$ cat config.mk
export PLATFORM = sky130hd
export DESIGN_NAME = encoder_velocity_turn_tracker_flat
export DESIGN_NICKNAME = d
export VERILOG_FILES = /design/src/rtl/core/evt_pkg.sv /design/src/rtl/core/evt_if.sv /design/src/rtl/core/evt_div.sv /design/src/rtl/core/encoder_velocity_turn_tracker.sv /design/src/flat_wrapper.sv
export SDC_FILE = /design/constraint.sdc
export NUM_CORES = 2
export LEC_CHECK = 0
export BUFFER_PORTS_ARGS = -buffer_cell sky130_fd_sc_hd__buf_4
export CELL_PAD_IN_SITES_DETAIL_PLACEMENT = 1
export CELL_PAD_IN_SITES_GLOBAL_PLACEMENT = 2
export CORE_UTILIZATION = 44
export DETAILED_ROUTE_END_ITERATION = 7
export PLACE_DENSITY = 0.89
export SETUP_SLACK_MARGIN = 0.05
export SLEW_MARGIN = 5
export SYNTH_ARGS = -nofsm -noshare
export SYNTH_HDL_FRONTEND = slang
export SYNTH_HIERARCHICAL = 1
export SYNTH_SLANG_ARGS = --single-unit
$ cat constraint.sdc
create_clock -name clock -period 15.2 [get_ports clock]
set_input_delay 0 -clock clock [delete_from_list [all_inputs] [get_ports clock]]
set_output_delay 0 -clock clock [all_outputs]
set_load 0.005 [all_outputs]
$ cat src/rtl/core/evt_pkg.sv
// shared types and constants for the encoder velocity and turn tracker
// no dependencies
package evt_pkg;

   localparam int BYTE_W      = 8;
   localparam int TIME_W      = 32;
   localparam int ZERO_W      = 12;
   localparam int MIN_W       = 16;
   localparam int MAX_W       = 20;
   localparam int ALPHA_W     = 9;
   localparam int CSR_DATA_W  = 20;
   localparam int CSR_INDEX_W = 2;
   localparam int VEL_W       = 35;
   localparam int STATUS_W    = 2;
   localparam int SCALE_W     = 28;
   localparam int PROD_W      = VEL_W + ALPHA_W + 1;

   localparam logic [ZERO_W-1:0]  ZERO_OFFSET_RST = 12'd0;
   localparam logic [MIN_W-1:0]   MIN_INTERVAL_RST = 16'd50;
   localparam logic [MAX_W-1:0]   MAX_INTERVAL_RST = 20'd10000;
   localparam logic [ALPHA_W-1:0] ALPHA_RST = 9'd51;
   localparam logic [ALPHA_W-1:0] ALPHA_ONE = 9'd256;

   localparam logic [VEL_W-1:0]   VEL_LIMIT = 35'd10485760000;
   localparam logic [SCALE_W-1:0] VEL_SCALE = 28'd256000000;

   typedef enum logic [CSR_INDEX_W-1:0] {
      CSR_ZERO_OFFSET  = 2'd0,
      CSR_MIN_INTERVAL = 2'd1,
      CSR_MAX_INTERVAL = 2'd2,
      CSR_FILTER_ALPHA = 2'd3
   } csr_index_type;

   typedef enum logic [STATUS_W-1:0] {
      VST_BASELINE = 2'd0,
      VST_UPDATED  = 2'd1,
      VST_HELD     = 2'd2
   } vel_status_type;

   typedef enum logic [9:0] {
      ST_IDLE    = 10'b00_0000_0001,
      ST_PREP    = 10'b00_0000_0010,
      ST_NUM     = 10'b00_0000_0100,
      ST_DIV     = 10'b00_0000_1000,
      ST_CLAMP   = 10'b00_0001_0000,
      ST_MUL_NEW = 10'b00_0010_0000,
      ST_MUL_OLD = 10'b00_0100_0000,
      ST_SUM     = 10'b00_1000_0000,
      ST_ROUND   = 10'b01_0000_0000,
      ST_DONE    = 10'b10_0000_0000
   } seq_state_type;

   typedef struct packed {
      logic busy;
      logic done;
   } div_stat_type;

endpackage

$ cat src/rtl/core/evt_if.sv
// valid/ready channel interfaces for sample beats and result beats
// depends on evt_pkg
interface evt_req_if;
   logic                        valid;
   logic                        ready;
   logic [evt_pkg::BYTE_W-1:0]  angle_high_byte;
   logic [evt_pkg::BYTE_W-1:0]  angle_low_byte;
   logic [evt_pkg::TIME_W-1:0]  time_us;

   modport source (output valid, output angle_high_byte, output angle_low_byte,
                   output time_us, input ready);
   modport sink   (input valid, input angle_high_byte, input angle_low_byte,
                   input time_us, output ready);
endinterface

interface evt_rsp_if #(
   parameter int ANGLE_BITS = 12,
   parameter int TURN_BITS  = 16
);
   logic                                      valid;
   logic                                      ready;
   logic        [ANGLE_BITS-1:0]              single_turn_angle;
   logic signed [TURN_BITS-1:0]               turn_count;
   logic signed [TURN_BITS+ANGLE_BITS-1:0]    absolute_position;
   logic signed [evt_pkg::VEL_W-1:0]          velocity_q8;
   logic        [evt_pkg::STATUS_W-1:0]       velocity_status;

   modport source (output valid, output single_turn_angle, output turn_count,
                   output absolute_position, output velocity_q8,
                   output velocity_status, input ready);
   modport sink   (input valid, input single_turn_angle, input turn_count,
                   input absolute_position, input velocity_q8,
                   input velocity_status, output ready);
endinterface

$ cat src/rtl/core/evt_div.sv
// serial restoring divider, one quotient bit per cycle
// depends on evt_pkg
module evt_div #(
   parameter int NUM_W = 40,
   parameter int DEN_W = 20
) (
   input  logic                  clock,
   input  logic                  reset,
   input  logic                  start,
   input  logic [NUM_W-1:0]      numerator,
   input  logic [DEN_W-1:0]      denominator,
   output evt_pkg::div_stat_type stat,
   output logic [NUM_W-1:0]      quotient
);

   localparam int CNT_W = $clog2(NUM_W + 1);

   logic [DEN_W-1:0] rem_ff, rem_in;
   logic [NUM_W-1:0] quo_ff, quo_in;
   logic [DEN_W-1:0] den_ff, den_in;
   logic [CNT_W-1:0] cnt_ff, cnt_in;
   logic             busy_ff, busy_in;
   logic             done_ff, done_in;

   logic [DEN_W:0]   trial;
   logic [DEN_W:0]   diff;
   logic             fits;

   assign trial = {rem_ff, quo_ff[NUM_W-1]};
   assign diff  = trial - {1'b0, den_ff};
   assign fits  = trial >= {1'b0, den_ff};

   always_comb begin
      rem_in  = rem_ff;
      quo_in  = quo_ff;
      den_in  = den_ff;
      cnt_in  = cnt_ff;
      busy_in = busy_ff;
      done_in = 1'b0;
      if (start) begin
         rem_in  = '0;
         quo_in  = numerator;
         den_in  = denominator;
         cnt_in  = CNT_W'(NUM_W);
         busy_in = 1'b1;
      end else if (busy_ff) begin
         rem_in = fits ? diff[DEN_W-1:0] : trial[DEN_W-1:0];
         quo_in = {quo_ff[NUM_W-2:0], fits};
         cnt_in = cnt_ff - 1'b1;
         if (cnt_ff == CNT_W'(1)) begin
            busy_in = 1'b0;
            done_in = 1'b1;
         end
      end
   end

   always_ff @(posedge clock) begin
      rem_ff <= rem_in;
      quo_ff <= quo_in;
      den_ff <= den_in;
      if (reset) begin
         cnt_ff  <= '0;
         busy_ff <= 1'b0;
         done_ff <= 1'b0;
      end else begin
         cnt_ff  <= cnt_in;
         busy_ff <= busy_in;
         done_ff <= done_in;
      end
   end

   assign stat.busy = busy_ff;
   assign stat.done = done_ff;
   assign quotient  = quo_ff;

endmodule

$ cat src/rtl/core/encoder_velocity_turn_tracker.sv
// Multiturn tracker and velocity estimator for an absolute encoder. Each sample beat
// gives a single-turn angle with the zero offset removed, a saturating turn count, the
// absolute position and an exponentially filtered velocity in counts per second (Q8).
// Steps: a baseline or rejected-interval sample goes from PREP straight to DONE; an
// accepted interval passes NUM, DIV, CLAMP, MUL_NEW, MUL_OLD, SUM and ROUND before DONE,
// with the serial divider producing one quotient bit per cycle over ANGLE_BITS + 28
// bits. One sample is in work at a time; the next can be taken as soon as the result is
// registered, while that result may still wait on rsp_bus.ready.
// Depends on evt_pkg, evt_if and evt_div.
module encoder_velocity_turn_tracker #(
   parameter int ANGLE_BITS = 12,
   parameter int TURN_BITS  = 16
) (
   input  logic                               clock,
   input  logic                               reset,
   evt_req_if.sink                            req_bus,
   evt_rsp_if.source                          rsp_bus,
   input  logic                               csr_write_enable,
   input  logic [evt_pkg::CSR_INDEX_W-1:0]    csr_index,
   input  logic [evt_pkg::CSR_DATA_W-1:0]     csr_write_data
);

   localparam int NUM_W = ANGLE_BITS + evt_pkg::SCALE_W;
   localparam int POS_W = TURN_BITS + ANGLE_BITS;

   localparam logic        [ANGLE_BITS-1:0] HALF_U  = {1'b1, {(ANGLE_BITS-1){1'b0}}};
   localparam logic signed [ANGLE_BITS:0]   HALF_S  = {2'b01, {(ANGLE_BITS-1){1'b0}}};
   localparam logic signed [ANGLE_BITS:0]   NHALF_S = {2'b11, {(ANGLE_BITS-1){1'b0}}};
   localparam logic signed [TURN_BITS-1:0]  TURN_MAX = {1'b0, {(TURN_BITS-1){1'b1}}};
   localparam logic signed [TURN_BITS-1:0]  TURN_MIN = {1'b1, {(TURN_BITS-1){1'b0}}};

   // configuration
   logic [evt_pkg::ZERO_W-1:0]  zero_offset_ff;
   logic [evt_pkg::MIN_W-1:0]   min_interval_ff;
   logic [evt_pkg::MAX_W-1:0]   max_interval_ff;
   logic [evt_pkg::ALPHA_W-1:0] alpha_ff;

   always_ff @(posedge clock) begin
      if (reset) begin
         zero_offset_ff  <= evt_pkg::ZERO_OFFSET_RST;
         min_interval_ff <= evt_pkg::MIN_INTERVAL_RST;
         max_interval_ff <= evt_pkg::MAX_INTERVAL_RST;
         alpha_ff        <= evt_pkg::ALPHA_RST;
      end else if (csr_write_enable) begin
         case (csr_index)
            evt_pkg::CSR_ZERO_OFFSET: begin
               zero_offset_ff <= csr_write_data[evt_pkg::ZERO_W-1:0];
            end
            evt_pkg::CSR_MIN_INTERVAL: begin
               min_interval_ff <= csr_write_data[evt_pkg::MIN_W-1:0];
            end
            evt_pkg::CSR_MAX_INTERVAL: begin
               max_interval_ff <= csr_write_data[evt_pkg::MAX_W-1:0];
            end
            evt_pkg::CSR_FILTER_ALPHA: begin
               alpha_ff <= csr_write_data[evt_pkg::ALPHA_W-1:0];
            end
            default: begin
            end
         endcase
      end
   end

   // sequencer and working registers
   evt_pkg::seq_state_type  state_ff, state_in;
   evt_pkg::vel_status_type status_ff, status_in;

   logic [ANGLE_BITS-1:0]           raw_ff, raw_in;
   logic [evt_pkg::TIME_W-1:0]      now_ff, now_in;
   logic [ANGLE_BITS-1:0]           angle_ff, angle_in;
   logic [ANGLE_BITS-1:0]           mag_ff, mag_in;
   logic                            neg_ff, neg_in;
   logic [evt_pkg::MAX_W-1:0]       dt_ff, dt_in;
   logic signed [evt_pkg::VEL_W-1:0]  inst_ff, inst_in;
   logic signed [evt_pkg::PROD_W-1:0] acc_ff, acc_in;
   logic signed [evt_pkg::PROD_W-1:0] mul_ff, mul_in;
   logic signed [evt_pkg::PROD_W-1:0] sum_ff, sum_in;

   logic                            primed_ff, primed_in;
   logic [evt_pkg::TIME_W-1:0]      last_time_ff, last_time_in;
   logic [ANGLE_BITS-1:0]           last_raw_ff, last_raw_in;
   logic signed [evt_pkg::VEL_W-1:0]  filtered_ff, filtered_in;
   logic [ANGLE_BITS-1:0]           prev_angle_ff, prev_angle_in;
   logic signed [TURN_BITS-1:0]     turns_ff, turns_in;

   // result register
   logic                            rsp_valid_ff, rsp_valid_in;
   logic [ANGLE_BITS-1:0]           rsp_angle_ff, rsp_angle_in;
   logic signed [TURN_BITS-1:0]     rsp_turns_ff, rsp_turns_in;
   logic signed [evt_pkg::VEL_W-1:0]  rsp_vel_ff, rsp_vel_in;
   evt_pkg::vel_status_type         rsp_status_ff, rsp_status_in;

   // combinational helpers
   logic                            req_beat;
   logic [ANGLE_BITS-1:0]           angle_calc;
   logic signed [ANGLE_BITS:0]      tdiff;
   logic [evt_pkg::TIME_W-1:0]      dt_full;
   logic                            reject;
   logic [ANGLE_BITS-1:0]           ddiff;
   logic                            dneg;
   logic [NUM_W-1:0]                numerator;
   logic [NUM_W-1:0]                quotient;
   evt_pkg::div_stat_type           div_stat;
   logic                            div_start;
   logic [evt_pkg::VEL_W-1:0]       inst_mag;
   logic [evt_pkg::ALPHA_W-1:0]     alpha_sat;
   logic signed [evt_pkg::VEL_W-1:0]  mul_x;
   logic [evt_pkg::ALPHA_W-1:0]     mul_y;
   logic signed [evt_pkg::PROD_W-1:0] mul_p;
   logic signed [evt_pkg::PROD_W-1:0] rounded;

   assign req_beat   = req_bus.valid && req_bus.ready;
   assign angle_calc = raw_ff - ANGLE_BITS'(zero_offset_ff);
   assign tdiff      = $signed({1'b0, angle_calc}) - $signed({1'b0, prev_angle_ff});
   assign dt_full    = now_ff - last_time_ff;
   assign reject     = (dt_full == '0)
                    || (dt_full < {{(evt_pkg::TIME_W-evt_pkg::MIN_W){1'b0}}, min_interval_ff})
                    || (dt_full > {{(evt_pkg::TIME_W-evt_pkg::MAX_W){1'b0}}, max_interval_ff});
   assign ddiff      = raw_ff - last_raw_ff;
   assign dneg       = ddiff > HALF_U;
   assign numerator  = NUM_W'(mag_ff) * NUM_W'(evt_pkg::VEL_SCALE);
   assign div_start  = (state_ff == evt_pkg::ST_NUM);
   assign inst_mag   = (quotient > NUM_W'(evt_pkg::VEL_LIMIT)) ? evt_pkg::VEL_LIMIT
                                                             : quotient[evt_pkg::VEL_W-1:0];
   assign alpha_sat  = (alpha_ff > evt_pkg::ALPHA_ONE) ? evt_pkg::ALPHA_ONE : alpha_ff;

   // shared multiplier for both filter products
   assign mul_x   = (state_ff == evt_pkg::ST_MUL_NEW) ? inst_ff : filtered_ff;
   assign mul_y   = (state_ff == evt_pkg::ST_MUL_NEW) ? alpha_sat : evt_pkg::ALPHA_ONE - alpha_sat;
   assign mul_p   = evt_pkg::PROD_W'(mul_x) * evt_pkg::PROD_W'($signed({1'b0, mul_y}));
   // round to nearest, ties away from zero
   assign rounded = sum_ff + (sum_ff[evt_pkg::PROD_W-1] ? evt_pkg::PROD_W'(127)
                                                         : evt_pkg::PROD_W'(128));

   evt_div #(
      .NUM_W (NUM_W),
      .DEN_W (evt_pkg::MAX_W)
   ) u_div (
      .clock       (clock),
      .reset       (reset),
      .start       (div_start),
      .numerator   (numerator),
      .denominator (dt_ff),
      .stat        (div_stat),
      .quotient    (quotient)
   );

   always_comb begin
      state_in      = state_ff;
      status_in     = status_ff;
      raw_in        = raw_ff;
      now_in        = now_ff;
      angle_in      = angle_ff;
      mag_in        = mag_ff;
      neg_in        = neg_ff;
      dt_in         = dt_ff;
      inst_in       = inst_ff;
      acc_in        = acc_ff;
      mul_in        = mul_ff;
      sum_in        = sum_ff;
      primed_in     = primed_ff;
      last_time_in  = last_time_ff;
      last_raw_in   = last_raw_ff;
      filtered_in   = filtered_ff;
      prev_angle_in = prev_angle_ff;
      turns_in      = turns_ff;
      rsp_valid_in  = rsp_valid_ff && !rsp_bus.ready;
      rsp_angle_in  = rsp_angle_ff;
      rsp_turns_in  = rsp_turns_ff;
      rsp_vel_in    = rsp_vel_ff;
      rsp_status_in = rsp_status_ff;
      case (state_ff)
         evt_pkg::ST_IDLE: begin
            if (req_beat) begin
               raw_in   = ANGLE_BITS'({req_bus.angle_high_byte, req_bus.angle_low_byte});
               now_in   = req_bus.time_us;
               state_in = evt_pkg::ST_PREP;
            end
         end
         evt_pkg::ST_PREP: begin
            angle_in      = angle_calc;
            prev_angle_in = angle_calc;
            if (tdiff > HALF_S) begin
               if (turns_ff != TURN_MIN) begin
                  turns_in = turns_ff - 1'b1;
               end
            end else if (tdiff < NHALF_S) begin
               if (turns_ff != TURN_MAX) begin
                  turns_in = turns_ff + 1'b1;
               end
            end
            if (!primed_ff) begin
               primed_in    = 1'b1;
               last_time_in = now_ff;
               last_raw_in  = raw_ff;
               status_in    = evt_pkg::VST_BASELINE;
               state_in     = evt_pkg::ST_DONE;
            end else if (reject) begin
               status_in = evt_pkg::VST_HELD;
               state_in  = evt_pkg::ST_DONE;
            end else begin
               neg_in   = dneg;
               mag_in   = dneg ? (ANGLE_BITS'(0) - ddiff) : ddiff;
               dt_in    = dt_full[evt_pkg::MAX_W-1:0];
               state_in = evt_pkg::ST_NUM;
            end
         end
         evt_pkg::ST_NUM: begin
            state_in = evt_pkg::ST_DIV;
         end
         evt_pkg::ST_DIV: begin
            if (div_stat.done) begin
               state_in = evt_pkg::ST_CLAMP;
            end
         end
         evt_pkg::ST_CLAMP: begin
            inst_in  = neg_ff ? (evt_pkg::VEL_W'(0) - $signed(inst_mag)) : $signed(inst_mag);
            state_in = evt_pkg::ST_MUL_NEW;
         end
         evt_pkg::ST_MUL_NEW: begin
            acc_in   = mul_p;
            state_in = evt_pkg::ST_MUL_OLD;
         end
         evt_pkg::ST_MUL_OLD: begin
            mul_in   = mul_p;
            state_in = evt_pkg::ST_SUM;
         end
         evt_pkg::ST_SUM: begin
            sum_in   = acc_ff + mul_ff;
            state_in = evt_pkg::ST_ROUND;
         end
         evt_pkg::ST_ROUND: begin
            filtered_in  = rounded[evt_pkg::VEL_W+7:8];
            last_time_in = now_ff;
            last_raw_in  = raw_ff;
            status_in    = evt_pkg::VST_UPDATED;
            state_in     = evt_pkg::ST_DONE;
         end
         evt_pkg::ST_DONE: begin
            if (!rsp_valid_ff || rsp_bus.ready) begin
               rsp_valid_in  = 1'b1;
               rsp_angle_in  = angle_ff;
               rsp_turns_in  = turns_ff;
               rsp_vel_in    = filtered_ff;
               rsp_status_in = status_ff;
               state_in      = evt_pkg::ST_IDLE;
            end
         end
         default: begin
            state_in = evt_pkg::ST_IDLE;
         end
      endcase
   end

   always_ff @(posedge clock) begin
      status_ff     <= status_in;
      raw_ff        <= raw_in;
      now_ff        <= now_in;
      angle_ff      <= angle_in;
      mag_ff        <= mag_in;
      neg_ff        <= neg_in;
      dt_ff         <= dt_in;
      inst_ff       <= inst_in;
      acc_ff        <= acc_in;
      mul_ff        <= mul_in;
      sum_ff        <= sum_in;
      rsp_angle_ff  <= rsp_angle_in;
      rsp_turns_ff  <= rsp_turns_in;
      rsp_vel_ff    <= rsp_vel_in;
      rsp_status_ff <= rsp_status_in;
      if (reset) begin
         state_ff      <= evt_pkg::ST_IDLE;
         primed_ff     <= 1'b0;
         last_time_ff  <= '0;
         last_raw_ff   <= '0;
         filtered_ff   <= '0;
         prev_angle_ff <= '0;
         turns_ff      <= '0;
         rsp_valid_ff  <= 1'b0;
      end else begin
         state_ff      <= state_in;
         primed_ff     <= primed_in;
         last_time_ff  <= last_time_in;
         last_raw_ff   <= last_raw_in;
         filtered_ff   <= filtered_in;
         prev_angle_ff <= prev_angle_in;
         turns_ff      <= turns_in;
         rsp_valid_ff  <= rsp_valid_in;
      end
   end

   assign req_bus.ready             = (state_ff == evt_pkg::ST_IDLE);
   assign rsp_bus.valid             = rsp_valid_ff;
   assign rsp_bus.single_turn_angle = rsp_angle_ff;
   assign rsp_bus.turn_count        = rsp_turns_ff;
   assign rsp_bus.absolute_position = POS_W'({rsp_turns_ff, rsp_angle_ff});
   assign rsp_bus.velocity_q8       = rsp_vel_ff;
   assign rsp_bus.velocity_status   = rsp_status_ff;

   // divider only runs while the sequencer waits on it
   a_div_owned: assert property (@(posedge clock) disable iff (reset)
      div_stat.busy |-> state_ff == evt_pkg::ST_DIV)
      else $error("divider busy outside divide state");

   // filtered velocity stays inside the saturation band
   a_vel_bound: assert property (@(posedge clock) disable iff (reset)
      (filtered_ff <= $signed(evt_pkg::VEL_LIMIT))
      && (filtered_ff >= -$signed(evt_pkg::VEL_LIMIT)))
      else $error("filtered velocity out of range");

   // turn count moves only while a sample is being prepared
   a_turns_prep: assert property (@(posedge clock) disable iff (reset)
      (!$past(reset) && (turns_ff != $past(turns_ff)))
      |-> $past(state_ff) == evt_pkg::ST_PREP)
      else $error("turn count changed outside sample preparation");

endmodule
$ cat src/flat_wrapper.sv
// flat-port wrapper written by rule: the top's interface ports become plain ports
module encoder_velocity_turn_tracker_flat 
#(
   parameter int ANGLE_BITS = 12,
   parameter int TURN_BITS  = 16
)
  (clock, reset, csr_write_enable, csr_index, csr_write_data, req_bus_valid, req_bus_angle_high_byte, req_bus_angle_low_byte, req_bus_time_us, req_bus_ready, rsp_bus_valid, rsp_bus_single_turn_angle, rsp_bus_turn_count, rsp_bus_absolute_position, rsp_bus_velocity_q8, rsp_bus_velocity_status, rsp_bus_ready);
  evt_req_if req_bus_i ();
  evt_rsp_if #(.ANGLE_BITS(ANGLE_BITS), .TURN_BITS(TURN_BITS)) rsp_bus_i ();
  input  logic clock;
  input  logic reset;
  input  logic csr_write_enable;
  input  logic [evt_pkg::CSR_INDEX_W-1:0] csr_index;
  input  logic [evt_pkg::CSR_DATA_W-1:0] csr_write_data;
  input wire logic [$bits(req_bus_i.valid)-1:0] req_bus_valid;
  input wire logic [$bits(req_bus_i.angle_high_byte)-1:0] req_bus_angle_high_byte;
  input wire logic [$bits(req_bus_i.angle_low_byte)-1:0] req_bus_angle_low_byte;
  input wire logic [$bits(req_bus_i.time_us)-1:0] req_bus_time_us;
  output wire logic [$bits(req_bus_i.ready)-1:0] req_bus_ready;
  output wire logic [$bits(rsp_bus_i.valid)-1:0] rsp_bus_valid;
  output wire logic [$bits(rsp_bus_i.single_turn_angle)-1:0] rsp_bus_single_turn_angle;
  output wire logic [$bits(rsp_bus_i.turn_count)-1:0] rsp_bus_turn_count;
  output wire logic [$bits(rsp_bus_i.absolute_position)-1:0] rsp_bus_absolute_position;
  output wire logic [$bits(rsp_bus_i.velocity_q8)-1:0] rsp_bus_velocity_q8;
  output wire logic [$bits(rsp_bus_i.velocity_status)-1:0] rsp_bus_velocity_status;
  input wire logic [$bits(rsp_bus_i.ready)-1:0] rsp_bus_ready;
  assign req_bus_i.valid = req_bus_valid;
  assign req_bus_i.angle_high_byte = req_bus_angle_high_byte;
  assign req_bus_i.angle_low_byte = req_bus_angle_low_byte;
  assign req_bus_i.time_us = req_bus_time_us;
  assign req_bus_ready = req_bus_i.ready;
  assign rsp_bus_valid = rsp_bus_i.valid;
  assign rsp_bus_single_turn_angle = rsp_bus_i.single_turn_angle;
  assign rsp_bus_turn_count = rsp_bus_i.turn_count;
  assign rsp_bus_absolute_position = rsp_bus_i.absolute_position;
  assign rsp_bus_velocity_q8 = rsp_bus_i.velocity_q8;
  assign rsp_bus_velocity_status = rsp_bus_i.velocity_status;
  assign rsp_bus_i.ready = rsp_bus_ready;
  encoder_velocity_turn_tracker #(.ANGLE_BITS(ANGLE_BITS), .TURN_BITS(TURN_BITS)) u_core (.clock(clock), .reset(reset), .req_bus(req_bus_i), .rsp_bus(rsp_bus_i), .csr_write_enable(csr_write_enable), .csr_index(csr_index), .csr_write_data(csr_write_data));
endmodule
==> metrics.md <==
| Metric | Value |
|---|---|
| Reg2reg path depth | `28` |
| Antenna violations before repair | `7` |
| DIE WIDTH | `320 um` |
| Setup ws final | `4.93 ns` |
| Rows | `116` |
| CP dominant cell by count | `fa_1` |
| Buffers & Inverters on Critical Path | `7` |
| I/O pin total | `170` |
| CP endpoint kind | `register` |
| Initial core utilization | `0.445` |
| Maximum VDD drop | `102 uV` |
| Max incr delay on CP | `0.77 ns` |
| Final Setup Violations | `0` |
| DR DRC count | `0` |
| Remaining antenna violation count | `0` |
| Port Buffers | `165` |
| Root Driver | `clkbuf_16` |
| Unrepaired setup endpoints after global routing | `no` |
| Slew Viols, Final | `0` |
| Crit path max fanout | `56` |
| Placed Instances | `6,001` |
| Place WS | `4.93 ns` |
| Design area | `0.0502 mm^2` |
| Power per cell area | `87.5 mW/mm^2` |
| Hold Slack | `0.0796 ns` |
| Nets | `5,604` |
| Area delta synth->final | `12.8%` |
| Mean Syn Cell Area | `9.54 um^2` |
| Die H | `320 um` |
| Drt first pass iters | `7` |
| Slowest cell on crit path | `buf_4` |
| Inserted Clock Buffers | `72` |
| Final number of hold-violating endpoints | `0` |
| Post-DP Area | `0.0470 mm^2` |
| Crit. Startpoint | `u_core/state_ff[3]` |
| Clock slew at reported path FFs | `0.06 ns` |
| Vias in the first global route | `36,800` |
| Clk_skew | `0.0194 ns` |
| CTS sink count | `589` |
| R2r endpoint | `u_core/mul_ff[44]` |
| Wire per inst | `20.6 um` |
| Synth Instances | `4,664` |
| Pleak | `22.0 nW` |
| Maximum clock frequency | `97.3 MHz` |
| Clock latency on the worst-skew pair | `0.65 ns` |
| Setup_tns | `0 ns` |
| Largest net degree at the start of global routing | `84` |
| GRT overflow | `0` |
| Worst setup path end | `u_core/mul_ff[44]` |
| Synth Cell Area | `0.0445 mm^2` |
| R2r setup slk | `4.93 ns` |
| Filler cell count | `11,300` |
| Hold/Removal Path Class | `input pin to register` |
| Final core utilization | `0.501` |
| Tot GR Track Use | `0.253` |
| Tightest Pin Transition | `1.19 ns` |
| CP arrival | `10.63 ns` |
| Max Cap Viol | `0` |
| Core area | `0.100 mm^2` |
| Status | `complete, no violations` |
| Finished Layout Cells | `6,221` |
| Fin crit period | `10.27 ns` |
| First-pass GRT wire length | `204,000 um` |
| Layout cells sized above 1 | `0.0868` |
| Critical path class | `register to register` |
| Critical Path Start Type | `register` |
| Tcrit/Tclk final | `0.676` |
| Post CTS Setup Buffer Count | `0` |
| Vias per std cell | `5.52` |
| Iteration-0 DRC count of the detailed router | `1,759` |
| H-tree level count | `3` |
| Total Power | `4.39 mW` |
| Crit. path cell count | `28` |
| Vias post-DR | `34,300` |
| DP HPWL | `96,800 um` |
| Total of warnings raised by yosys | `6` |
| Post_cts resized | `0` |
| Final WL | `128,000 um` |
| CP delay by family, top | `adder cells` |
| DIE AREA | `0.102 mm^2` |
| Slew margin rel. | `0.204` |
| GP Congestion | `0.881` |
| Critical Path RT | `15.56 ns` |
| R2R Path Start | `u_core/state_ff[3]` |
| CTS tree | `built` |
| CTS Buffer Depth | `3` |
-- repair_timing --
action                                  in CTS  in global routing
hold endpoints to repair                   154                  0
hold buffers                                87                  0
endpoints found under the setup margin       0                  0
-- per-layer routing --
metal	routed length, um	GRT usage	vias to the layer above	share of wire
met1	52700	0.300	17300	0.41
met2	67000	0.469	558	0.52
li1	-	-	16300	-
met5	10	0	-	0.000078
met3	3970	0.0280	178	0.031
met4	4610	0.0928	2	0.036
-- where the power goes --
part	total, mW	leakage [nW]	internal [mW]	switching, mW
Clock	1.74	1.15	1.03	0.707
Combinational	0.867	15.6	0.336	0.531
Sequential	1.79	5.21	1.75	0.0383
Total	4.39	22.0	3.12	1.28
-- cell usage in the layout (no fill, tap or decap), types with 114 or more instances in the layout --
cell type	n
nand2_1	599
inv_1	528
nor2_1	463
edfxtp_1	385
ha_1	368
fa_1	297
a21oi_1	281
dfxtp_1	204
buf_4	199
xnor2_1	137
o21ai_0	114
-- worst register-to-register path, delay by kind of cell, from the launching register on --
kind,cells,cell delay (ns)
buffers and inverters,7,1.91
AOI/OAI and AO/OA,8,2.72
xor gates and xnor gates,1,0.16
DFF,1,0.35
adders and majority gates,6,3.02
and+or+nand+nor,6,1.84
-- cell type report --
type,instances,area (um^2),share of cell area
diodes,2,5.00,0.0000997
clock buffers,91,1950,0.0389
clock inverters,40,397,0.00790
inverters,530,1990,0.0396
multi-input cells,3384,26200,0.522
flip-flops and latches,589,15600,0.312
well taps,1298,1620,0.0323
repair buffers,287,2380,0.0473
-- flip-flops by register name, summed over array words and instances, names as in the netlist, 10 cells and up --
name and cells:
u_core/rsp_bus.turn_count 16, u_core/state_ff 10, u_core/u_div/quotient 40, u_core/rsp_bus.velocity_q8 35
u_core/now_ff 32, u_core/angle_ff 12, u_core/min_interval_ff 16, u_core/dt_ff 20
u_core/last_time_ff 32, u_core/prev_angle_ff 12, u_core/filtered_ff 35, u_core/u_div/rem_ff 20
u_core/inst_ff 35, u_core/acc_ff 45, u_core/u_div/den_ff 20, u_core/max_interval_ff 20
u_core/sum_ff 44, u_core/rsp_bus.single_turn_angle 12, u_core/mag_ff 12, u_core/zero_offset_ff 12
u_core/mul_ff 45, u_core/last_raw_ff 12, u_core/turns_ff 16, u_core/raw_ff 12
-- worst min path at each step --
stage	from	to	depth (start not counted)
after floorplan	req_bus_time_us[0]	u_core/now_ff[0]	0
after global placement	req_bus_time_us[1]	u_core/now_ff[1]	1
after detailed placement	req_bus_time_us[30]	u_core/now_ff[30]	1
after CTS	req_bus_time_us[7]	u_core/now_ff[7]	2
after global routing	req_bus_time_us[7]	u_core/now_ff[7]	2
final	req_bus_angle_low_byte[2]	u_core/raw_ff[2]	2
No activity file was read; power rests on OpenSTA's default activity.
